## src/insertion_ordered_key_table_macros.svh

```systemverilog
// Assertion macros shared by the key table RTL.
`ifndef INSERTION_ORDERED_KEY_TABLE_MACROS_SVH
`define INSERTION_ORDERED_KEY_TABLE_MACROS_SVH

// Condition holds in the same cycle as the trigger.
`define IOKT_ASSERT_SAME(label, trig, cond) \
   label: assert property (@(posedge clock) disable iff (reset) (trig) |-> (cond)) \
      else $error("key table check failed");

// Condition holds in the cycle after the trigger.
`define IOKT_ASSERT_NEXT(label, trig, cond) \
   label: assert property (@(posedge clock) disable iff (reset) (trig) |=> (cond)) \
      else $error("key table check failed");

`endif

```

## src/iokt_pkg.sv

```systemverilog
// Shared types and codes for the insertion-ordered key table.
`timescale 1ns / 1ps
package iokt_pkg;

   typedef enum logic [2:0] {
      OP_INSERT = 3'd0,
      OP_FIND   = 3'd1,
      OP_ERASE  = 3'd2,
      OP_LIST   = 3'd3,
      OP_REMOVE = 3'd4
   } opcode_type;

   localparam logic [1:0] ST_ENTRY = 2'd0;
   localparam logic [1:0] ST_END   = 2'd1;
   localparam logic [1:0] ST_FULL  = 2'd2;

   localparam logic [4:0] RUN_MAX = 5'd16;

   // Write enables that the sequencer hands to one slot cell.
   typedef struct packed {
      logic entry;
      logic value;
      logic next;
      logic prev;
      logic clear;
   } cell_we_type;

endpackage

```

## src/iokt_cell.sv

```systemverilog
// One slot of the key table: key, value, links, valid mark and key compare.
`timescale 1ns / 1ps
module iokt_cell #(
   parameter int KEY_BITS   = 32,
   parameter int VALUE_BITS = 32,
   parameter int IW         = 4
) (
   input  logic                    clock,
   input  logic                    reset,
   input  iokt_pkg::cell_we_type   we,
   input  logic [KEY_BITS-1:0]     wr_key,
   input  logic [VALUE_BITS-1:0]   wr_value,
   input  logic [IW-1:0]           wr_next,
   input  logic [IW-1:0]           wr_prev,
   input  logic [KEY_BITS-1:0]     cmp_key,
   input  logic                    free_seen_in,
   output logic                    free_seen_out,
   output logic                    first_free,
   output logic                    match,
   output logic                    valid,
   output logic [KEY_BITS-1:0]     key,
   output logic [VALUE_BITS-1:0]   value,
   output logic [IW-1:0]           next,
   output logic [IW-1:0]           prev
);

   logic                  valid_ff;
   logic [KEY_BITS-1:0]   key_ff;
   logic [VALUE_BITS-1:0] value_ff;
   logic [IW-1:0]         next_ff;
   logic [IW-1:0]         prev_ff;

   always_ff @(posedge clock) begin
      if (reset) begin
         valid_ff <= 1'b0;
      end else if (we.entry) begin
         valid_ff <= 1'b1;
      end else if (we.clear) begin
         valid_ff <= 1'b0;
      end
   end

   always_ff @(posedge clock) begin
      if (we.entry) begin
         key_ff <= wr_key;
      end
      if (we.entry || we.value) begin
         value_ff <= wr_value;
      end
      if (we.entry) begin
         next_ff <= '0;
      end else if (we.next) begin
         next_ff <= wr_next;
      end
      if (we.entry || we.prev) begin
         prev_ff <= wr_prev;
      end
   end

   // The free mark ripples along the row so only the lowest free slot claims.
   assign first_free    = !valid_ff && !free_seen_in;
   assign free_seen_out = free_seen_in || !valid_ff;
   assign match         = valid_ff && (key_ff == cmp_key);
   assign valid         = valid_ff;
   assign key           = key_ff;
   assign value         = value_ff;
   assign next          = next_ff;
   assign prev          = prev_ff;

endmodule

```

## src/insertion_ordered_key_table.sv

```systemverilog
// Top level of the insertion-ordered key table: slot row and sequencer.
//
// Usage: items enter on the req_ channel (opcode, key, value, count) with a
// valid/ready handshake; results leave on the rsp_ channel, one or more per
// item, the final one flagged by rsp_last. Every slot is a cell of a row
// that compares the key in parallel and keeps its doubly linked neighbors.
// Steps: insert, find, unknown opcodes and misses are looked up in S_LOOK,
// which writes a registered result; erase with a follower and remove-run
// with zero count go on to S_CUR for their result. A list run gives its
// results from S_LIST, one per cycle while the receiver takes them; a
// remove run walks one entry per cycle in S_REM while the output register
// is free; it gives its result at the end, earlier if it reaches the tail.
// A run holds the input while it walks its entries.
// The next item is accepted as soon as the sequencer has returned to idle,
// even while the last result waits.
// When the receiver stalls, the sequencer holds in place until the output
// register frees. Reset clears the valid marks, head, tail and fill count;
// the table is usable in the first cycle after reset.
`timescale 1ns / 1ps
module insertion_ordered_key_table #(
   parameter int CAPACITY   = 16,
   parameter int KEY_BITS   = 32,
   parameter int VALUE_BITS = 32
) (
   input  logic               clock,
   input  logic               reset,
   input  logic               req_valid,
   output logic               req_ready,
   input  logic [2:0]         req_opcode,
   input  logic signed [31:0] req_key,
   input  logic signed [31:0] req_value,
   input  logic [4:0]         req_count,
   output logic               rsp_valid,
   input  logic               rsp_ready,
   output logic [1:0]         rsp_status,
   output logic signed [31:0] rsp_entry_key,
   output logic signed [31:0] rsp_entry_value,
   output logic               rsp_last
);
   `include "insertion_ordered_key_table_macros.svh"

   localparam int IW = (CAPACITY > 1) ? $clog2(CAPACITY) : 1;
   localparam int UW = $clog2(CAPACITY + 1);

   typedef enum logic [2:0] {S_IDLE, S_LOOK, S_CUR, S_LIST, S_REM} state_type;

   state_type             state_ff, state_in;
   logic [2:0]            op_ff;
   logic [KEY_BITS-1:0]   key_ff;
   logic [VALUE_BITS-1:0] val_ff;
   logic [4:0]            cnt_ff;
   logic [IW-1:0]         cur_ff, cur_in;
   logic [4:0]            left_ff, left_in;
   logic [IW-1:0]         head_ff, head_in;
   logic [IW-1:0]         tail_ff, tail_in;
   logic [UW-1:0]         used_ff, used_in;

   logic                  rsp_valid_ff;
   logic [1:0]            rsp_status_ff;
   logic [31:0]           rsp_key_ff;
   logic [31:0]           rsp_value_ff;
   logic                  rsp_last_ff;

   logic                  emit;
   logic [1:0]            e_status;
   logic [31:0]           e_key;
   logic [31:0]           e_value;
   logic                  e_last;

   iokt_pkg::cell_we_type we [CAPACITY];
   logic [KEY_BITS-1:0]   ck [CAPACITY];
   logic [VALUE_BITS-1:0] cv [CAPACITY];
   logic [IW-1:0]         cn [CAPACITY];
   logic [IW-1:0]         cp [CAPACITY];
   logic [CAPACITY-1:0]   match_vec, valid_vec, ffree_vec, fseen_vec;

   logic                  en_entry, en_value, en_next, en_prev, en_clear;
   logic [IW-1:0]         ix_entry, ix_value, ix_next, ix_prev, ix_clear;
   logic [IW-1:0]         wr_next_d, wr_prev_d;
   logic [VALUE_BITS-1:0] wr_value_d;

   logic                  found, any_free, out_free, do_unlink, un_has;
   logic [IW-1:0]         match_idx, free_idx, rd_idx;
   logic [KEY_BITS-1:0]   rd_key;
   logic [VALUE_BITS-1:0] rd_value;
   logic [IW-1:0]         rd_next, rd_prev;
   logic [UW-1:0]         used_dec;
   logic                  list_end;

   for (genvar g = 0; g < CAPACITY; g++) begin : g_cell
      always_comb begin
         we[g].entry = en_entry && (ix_entry == IW'(g));
         we[g].value = en_value && (ix_value == IW'(g));
         we[g].next  = en_next  && (ix_next  == IW'(g));
         we[g].prev  = en_prev  && (ix_prev  == IW'(g));
         we[g].clear = en_clear && (ix_clear == IW'(g));
      end
      iokt_cell #(
         .KEY_BITS   (KEY_BITS),
         .VALUE_BITS (VALUE_BITS),
         .IW         (IW)
      ) u_cell (
         .clock         (clock),
         .reset         (reset),
         .we            (we[g]),
         .wr_key        (key_ff),
         .wr_value      (wr_value_d),
         .wr_next       (wr_next_d),
         .wr_prev       (wr_prev_d),
         .cmp_key       (key_ff),
         .free_seen_in  ((g == 0) ? 1'b0 : fseen_vec[(g == 0) ? 0 : g - 1]),
         .free_seen_out (fseen_vec[g]),
         .first_free    (ffree_vec[g]),
         .match         (match_vec[g]),
         .valid         (valid_vec[g]),
         .key           (ck[g]),
         .value         (cv[g]),
         .next          (cn[g]),
         .prev          (cp[g])
      );
   end

   always_comb begin
      match_idx = '0;
      free_idx  = '0;
      for (int i = 0; i < CAPACITY; i++) begin
         if (match_vec[i]) begin
            match_idx = match_idx | IW'(i);
         end
         if (ffree_vec[i]) begin
            free_idx = free_idx | IW'(i);
         end
      end
   end

   assign found    = |match_vec;
   assign any_free = fseen_vec[CAPACITY-1];
   assign out_free = !rsp_valid_ff || rsp_ready;
   assign rd_idx   = (state_ff == S_LOOK) ? match_idx : cur_ff;
   assign rd_key   = ck[rd_idx];
   assign rd_value = cv[rd_idx];
   assign rd_next  = cn[rd_idx];
   assign rd_prev  = cp[rd_idx];
   assign un_has   = (rd_idx != tail_ff);
   assign used_dec = (used_ff != '0) ? used_ff - UW'(1) : used_ff;
   assign list_end = (left_ff == 5'd1) || (cur_ff == tail_ff);

   always_comb begin
      state_in   = state_ff;
      cur_in     = cur_ff;
      left_in    = left_ff;
      head_in    = head_ff;
      tail_in    = tail_ff;
      used_in    = used_ff;
      emit       = 1'b0;
      e_status   = iokt_pkg::ST_END;
      e_key      = '0;
      e_value    = '0;
      e_last     = 1'b1;
      en_entry   = 1'b0;
      en_value   = 1'b0;
      en_next    = 1'b0;
      en_prev    = 1'b0;
      en_clear   = 1'b0;
      ix_entry   = free_idx;
      ix_value   = match_idx;
      ix_next    = '0;
      ix_prev    = '0;
      ix_clear   = rd_idx;
      wr_next_d  = '0;
      wr_prev_d  = '0;
      wr_value_d = val_ff;
      do_unlink  = 1'b0;

      unique case (state_ff)
         S_IDLE: begin
            if (req_valid) begin
               state_in = S_LOOK;
            end
         end
         S_LOOK: begin
            if (out_free) begin
               state_in = S_IDLE;
               emit     = 1'b1;
               unique case (op_ff)
                  iokt_pkg::OP_INSERT: begin
                     if (found) begin
                        en_value = 1'b1;
                        e_status = iokt_pkg::ST_ENTRY;
                        e_key    = 32'(key_ff);
                        e_value  = 32'(val_ff);
                     end else if (!any_free) begin
                        e_status = iokt_pkg::ST_FULL;
                     end else begin
                        en_entry  = 1'b1;
                        wr_prev_d = (used_ff == '0) ? '0 : tail_ff;
                        if (used_ff != '0) begin
                           en_next   = 1'b1;
                           ix_next   = tail_ff;
                           wr_next_d = free_idx;
                        end else begin
                           head_in = free_idx;
                        end
                        tail_in  = free_idx;
                        used_in  = used_ff + UW'(1);
                        e_status = iokt_pkg::ST_ENTRY;
                        e_key    = 32'(key_ff);
                        e_value  = 32'(val_ff);
                     end
                  end
                  iokt_pkg::OP_FIND: begin
                     if (found) begin
                        e_status = iokt_pkg::ST_ENTRY;
                        e_key    = 32'(rd_key);
                        e_value  = 32'(rd_value);
                     end
                  end
                  iokt_pkg::OP_ERASE: begin
                     if (found) begin
                        do_unlink = 1'b1;
                        if (un_has) begin
                           emit     = 1'b0;
                           cur_in   = rd_next;
                           state_in = S_CUR;
                        end
                     end
                  end
                  iokt_pkg::OP_LIST: begin
                     if (found && (cnt_ff != '0)) begin
                        emit     = 1'b0;
                        cur_in   = match_idx;
                        left_in  = cnt_ff;
                        state_in = S_LIST;
                     end
                  end
                  iokt_pkg::OP_REMOVE: begin
                     if (found) begin
                        emit    = 1'b0;
                        cur_in  = match_idx;
                        left_in = cnt_ff;
                        state_in = (cnt_ff == '0) ? S_CUR : S_REM;
                     end
                  end
                  default: begin
                  end
               endcase
            end
         end
         S_CUR: begin
            if (out_free) begin
               emit     = 1'b1;
               e_status = iokt_pkg::ST_ENTRY;
               e_key    = 32'(rd_key);
               e_value  = 32'(rd_value);
               state_in = S_IDLE;
            end
         end
         S_LIST: begin
            if (out_free) begin
               emit     = 1'b1;
               e_status = iokt_pkg::ST_ENTRY;
               e_key    = 32'(rd_key);
               e_value  = 32'(rd_value);
               e_last   = list_end;
               if (list_end) begin
                  state_in = S_IDLE;
               end else begin
                  cur_in  = rd_next;
                  left_in = left_ff - 5'd1;
               end
            end
         end
         S_REM: begin
            if (out_free) begin
               do_unlink = 1'b1;
               left_in   = left_ff - 5'd1;
               cur_in    = rd_next;
               if (!un_has) begin
                  emit     = 1'b1;
                  state_in = S_IDLE;
               end else if (left_ff == 5'd1) begin
                  state_in = S_CUR;
               end
            end
         end
         default: begin
            state_in = S_IDLE;
         end
      endcase

      // Unlink the slot under rd_idx from the chain.
      if (do_unlink) begin
         en_clear = 1'b1;
         if (rd_idx == head_ff) begin
            if (un_has) begin
               head_in = rd_next;
            end
         end else begin
            en_next   = 1'b1;
            ix_next   = rd_prev;
            wr_next_d = rd_next;
         end
         if (un_has) begin
            en_prev   = 1'b1;
            ix_prev   = rd_next;
            wr_prev_d = rd_prev;
         end else begin
            tail_in = rd_prev;
         end
         used_in = used_dec;
         if (used_dec == '0) begin
            head_in = '0;
            tail_in = '0;
         end
      end
   end

   always_ff @(posedge clock) begin
      if (reset) begin
         state_ff     <= S_IDLE;
         head_ff      <= '0;
         tail_ff      <= '0;
         used_ff      <= '0;
         rsp_valid_ff <= 1'b0;
      end else begin
         state_ff <= state_in;
         head_ff  <= head_in;
         tail_ff  <= tail_in;
         used_ff  <= used_in;
         if (emit) begin
            rsp_valid_ff <= 1'b1;
         end else if (rsp_ready) begin
            rsp_valid_ff <= 1'b0;
         end
      end
   end

   always_ff @(posedge clock) begin
      cur_ff  <= cur_in;
      left_ff <= left_in;
      if (req_valid && req_ready) begin
         op_ff  <= req_opcode;
         key_ff <= KEY_BITS'({{32{req_key[31]}}, req_key});
         val_ff <= VALUE_BITS'({{32{req_value[31]}}, req_value});
         cnt_ff <= (req_count > iokt_pkg::RUN_MAX) ? iokt_pkg::RUN_MAX : req_count;
      end
      if (emit) begin
         rsp_status_ff <= e_status;
         rsp_key_ff    <= e_key;
         rsp_value_ff  <= e_value;
         rsp_last_ff   <= e_last;
      end
   end

   assign req_ready       = (state_ff == S_IDLE);
   assign rsp_valid       = rsp_valid_ff;
   assign rsp_status      = rsp_status_ff;
   assign rsp_entry_key   = rsp_key_ff;
   assign rsp_entry_value = rsp_value_ff;
   assign rsp_last        = rsp_last_ff;

   `IOKT_ASSERT_SAME(a_fill_matches_marks, 1'b1, $countones(valid_vec) == used_ff)
   `IOKT_ASSERT_SAME(a_fill_bounded, 1'b1, used_ff <= UW'(CAPACITY))
   `IOKT_ASSERT_NEXT(a_accept_to_lookup, req_valid && req_ready, state_ff == S_LOOK)
   `IOKT_ASSERT_NEXT(a_stall_holds, rsp_valid && !rsp_ready, rsp_valid && $stable(rsp_status))

endmodule
```

## config.mk

```make
export PLATFORM = sky130hd
export DESIGN_NAME = insertion_ordered_key_table
export DESIGN_NICKNAME = d
export VERILOG_FILES = /design/src/iokt_pkg.sv /design/src/iokt_cell.sv /design/src/insertion_ordered_key_table.sv
export VERILOG_INCLUDE_DIRS = /design/src /design/src/src
export SDC_FILE = /design/constraint.sdc
export NUM_CORES = 2
export LEC_CHECK = 0
export ABC_AREA = 0
export BUFFER_PORTS_ARGS = -buffer_cell sky130_fd_sc_hd__buf_2
export CAP_MARGIN = 30
export CORE_ASPECT_RATIO = 0.75
export CORE_MARGIN = 2
export CORE_UTILIZATION = 63
export DETAILED_ROUTE_END_ITERATION = 8
export PLACE_DENSITY = 0.83
export SLEW_MARGIN = 5
export SYNTH_ARGS = -nofsm -noshare
export SYNTH_HDL_FRONTEND = slang
export SYNTH_SLANG_ARGS = --single-unit
```

## constraint.sdc

```tcl
create_clock -name clock -period 9.5 [get_ports clock]
set_clock_uncertainty 0.05 [all_clocks]
set_input_delay 1.9 -clock clock [delete_from_list [all_inputs] [get_ports clock]]
set_output_delay 1.9 -clock clock [all_outputs]
set_load 0.1 [all_outputs]
```

==> flow_metrics.tcl <==
set metrics [dict create \
    postCtsHoldBufs 0 \
    via_count 44970 \
    place_inst 6319 \
    dominantRegCellSynth "sky130_fd_sc_hd__edfxtp_1" \
    cp_cell_sequence "buf_4, xor2_1, nor4_1, nand4_1, or4_4, nand4_1, or3_1, nand2_8, buf_4, a21oi_1, a211oi_1, or4b_1, a32oi_2, o21ai_0, a21oi_1" \
    yosysUniqueCellTypes 76 \
    finalSetupTns_ns 0 \
    crit_share_post_route_pct 76.28 \
    yosysWarnings 0 \
    detail-route-antenna-nets 0 \
    total_power_mw 17.38 \
    final_layout_size_suffix_gt1_share_pct 9.420 \
    number_of_standard_cells_after_synthesis 5172 \
    synth_fp_nets 5252 \
    sequential_fraction_of_the_synthesis_area_pct 64.46 \
    fill_cells 6419 \
    cts-resized-gates 0 \
    clock_insertion_delay_worst_skew_ns 0.78 \
    hold_path.class "reg2reg" \
    grt_first_pass_wirelength_mm 273.8 \
    timing.final.ws_setup_ns 2.254 \
    p_leak_nw 23.11 \
    status "finished, final reports clean" \
    detail_route.wirelength_mm 188.3 \
    residual_drc_count 0 \
    layout-area-overhead-vs-synth_pct 9.458 \
    synthesis.area_per_instance_um2 11.72 \
    gp_congestion 1.032 \
    fp.dieArea_mm2 0.09870 \
    clock_tree_from_tritoncts "done" \
    grt_max_degree 188 \
    synth_top_cells_by_area "sky130_fd_sc_hd__edfxtp_1 61%, sky130_fd_sc_hd__nand2_1 6.8%, sky130_fd_sc_hd__xor2_1 5.9%, sky130_fd_sc_hd__nand3_1 5.2%, sky130_fd_sc_hd__dfxtp_1 3.2%" \
    hpwl_mm 113.6 \
    mostFrequentLayoutCells "1236 x sky130_fd_sc_hd__edfxtp_1, 1090 x sky130_fd_sc_hd__nand2_1, 629 x sky130_fd_sc_hd__nand3_1, 411 x sky130_fd_sc_hd__xor2_1, 162 x sky130_fd_sc_hd__a21oi_1" \
    first_pass_iters 8 \
    grt.total_usage_pct 37.57 \
    initial_core_util_pct 63.60 \
    vias_per_cell 6.867 \
    clock.fmax_ghz 0.1380 \
    cts_max_path_buffers 3 \
    synth_area_leader_cell "sky130_fd_sc_hd__edfxtp_1" \
    yosys.area.top_type_share_pct 61.26 \
    boundaryPins 145 \
    core_region_area_mm2 0.09527 \
    async_reset_ff_share_pct 0 \
    instances_no_fill 6548 \
    num-nets-final 5276 \
    chipHeight_um 272.6 \
    path_class "reg2reg" \
    core.rowCount 98 \
    cts_made_buffers 121 \
    cts-htree-levels 3 \
    path_max_fanout 74 \
    power_density_mw_per_mm2 262.1 \
    die_width_um 362.1 \
    worst-endpoint-arrival_ns 7.83 \
    worst-endpoint-required_ns 10.08 \
    synthesized_area_mm2 0.06059 \
    worst_path_dominant_cell_family "simple AND/OR/NAND/NOR gates" \
    grt_setup_unrepaired "no" \
    crit_path_max_incr_delay_ns 0.86 \
    final_common_cell "sky130_fd_sc_hd__edfxtp_1" \
    post-cts-setup-buffer-count 0 \
    grt-ovfl-total 0 \
    number_of_antenna_violations_at_the_first_check_in_global_routing 6 \
    grt_pass1_vias 41840 \
    timing.critical_path.buf_inv 2 \
    final-setup-viol-count 0 \
    finalHoldViolCount 0 \
    clk_root_buffer_cell "sky130_fd_sc_hd__clkbuf_16" \
    timing.critical_path.to_type "register" \
    dr.first_iter.drc_count 8920 \
    worst_path_max_delay_cell "sky130_fd_sc_hd__a32oi_2" \
    timing.final.max_slew_violations 0 \
    worst_setup_hold_path_clk_slew_ns 0.06 \
    vdd_ir_drop_max_uv 260.2 \
    placement.io_buffers 144 \
    setup.worst_path.start_class "register" \
    synth_edf_count 1236 \
    worst_pin_slew_ns 1.080 \
    postSynthRegisterBits 1333 \
    detailedPlace.worstSlack_ns 2.475 \
    detail_route.wl_per_cell_um 28.76 \
    maxCapViolCount 0 \
    period_needed_ns 7.246 \
    tritoncts_num_sinks 1333 \
    slew-limit-headroom_pct 27.35 \
]
-- cells by family after synthesis --
logic type / after synthesis / synth area share [%]
adder cells (fa/ha/maj): 4 / 0.08260
AND/OR/NAND/NOR: 2253 / 17.02
AO/OA/AOI/OAI: 564 / 5.988
multiplexers: 94 / 1.559
buffers and inverters: 393 / 3.219
XOR/XNOR: 531 / 7.675
flip-flops: 1333 / 64.46
-- final timing paths --
check / start / endpoint / slack, ns / cells after the start
worst min-delay path: g_cell[11].u_cell.next[2] / g_cell[11].u_cell.next[2] / 0.42 / 2
worst max register to register: key_ff[12] / g_cell[2].u_cell.next[0] / 2.25 / 15
worst min register to register: g_cell[11].u_cell.next[2] / g_cell[11].u_cell.next[2] / 0.42 / 2
worst max-delay path: key_ff[12] / g_cell[2].u_cell.next[0] / 2.25 / 15
-- worst min-delay path: stages, from the launching register on --
cell                      delay (ns)
sky130_fd_sc_hd__dfxtp_1        0.30
sky130_fd_sc_hd__o21ai_0        0.06
sky130_fd_sc_hd__a21oi_1        0.06
-- per-layer routing --
layer,global-route usage [%],wire length [µm],share of wire (%),vias to the layer above
met5,0,39,0.021,-
met4,12.72,7388,3.9,6
met3,13.91,34110,18,567
met2,52.53,79120,42,4116
met1,54.46,67650,36,21450
li1,-,-,-,18830
-- where the power goes --
part           internal [mW]  switching (mW)
clock                   2.74            2.24
sequential              6.75           0.186
combinational           1.33            4.14
-- cell type report --
| type | instances | area [µm²] | share of cell area, % |
|---|---|---|---|
| Tap cell | 1250 | 1564 | 2.358 |
| Sequential cell | 1333 | 39060 | 58.89 |
| Inverter | 28 | 105.1 | 0.1585 |
| Timing Repair Buffer | 266 | 1750 | 2.639 |
| Antenna cell | 1 | 2.502 | 0.003773 |
| Multi-Input combinational cell | 3446 | 19850 | 29.93 |
| Clock inverter | 71 | 759.5 | 1.145 |
| Clock buffer | 153 | 3233 | 4.875 |
-- through the flow --
step	utilization, %	hold WS (ns)	instance area [µm²]
floorplan	-	0.4032	60590
global route	69.61	0.4625	66320
global placement	65.30	0.4130	62210
finish	69.61	0.4231	66320
detailed placement	65.37	0.4157	62280
CTS	69.56	0.4237	66270
-- state kept, by name (all words and copies together), names as in the netlist, 2 cells and up --
signal               count
val_ff                  32
rsp_status               2
cur_ff                   4
rsp_entry_key           32
op_ff                    3
g_cell.u_cell.prev      64
rsp_entry_value         32
key_ff                  32
g_cell.u_cell.next      64
g_cell.u_cell.value    512
tail_ff                  4
left_ff                  5
state_ff                 3
g_cell.u_cell.valid     16
used_ff                  5
g_cell.u_cell.key      512
cnt_ff                   5
head_ff                  4
-- cells in the mapped netlist, drive strengths merged, types with 97 or more instances --
library cell,n
and3,104
buf,191
edfxtp,1236
nand3,629
nor4,113
nand2,1091
clkbuf,174
dfxtp,97
o21ai,97
a211oi,105
nor3,108
xor2,411
xnor2,120
a21oi,164
(Power assumes the default switching activity.)
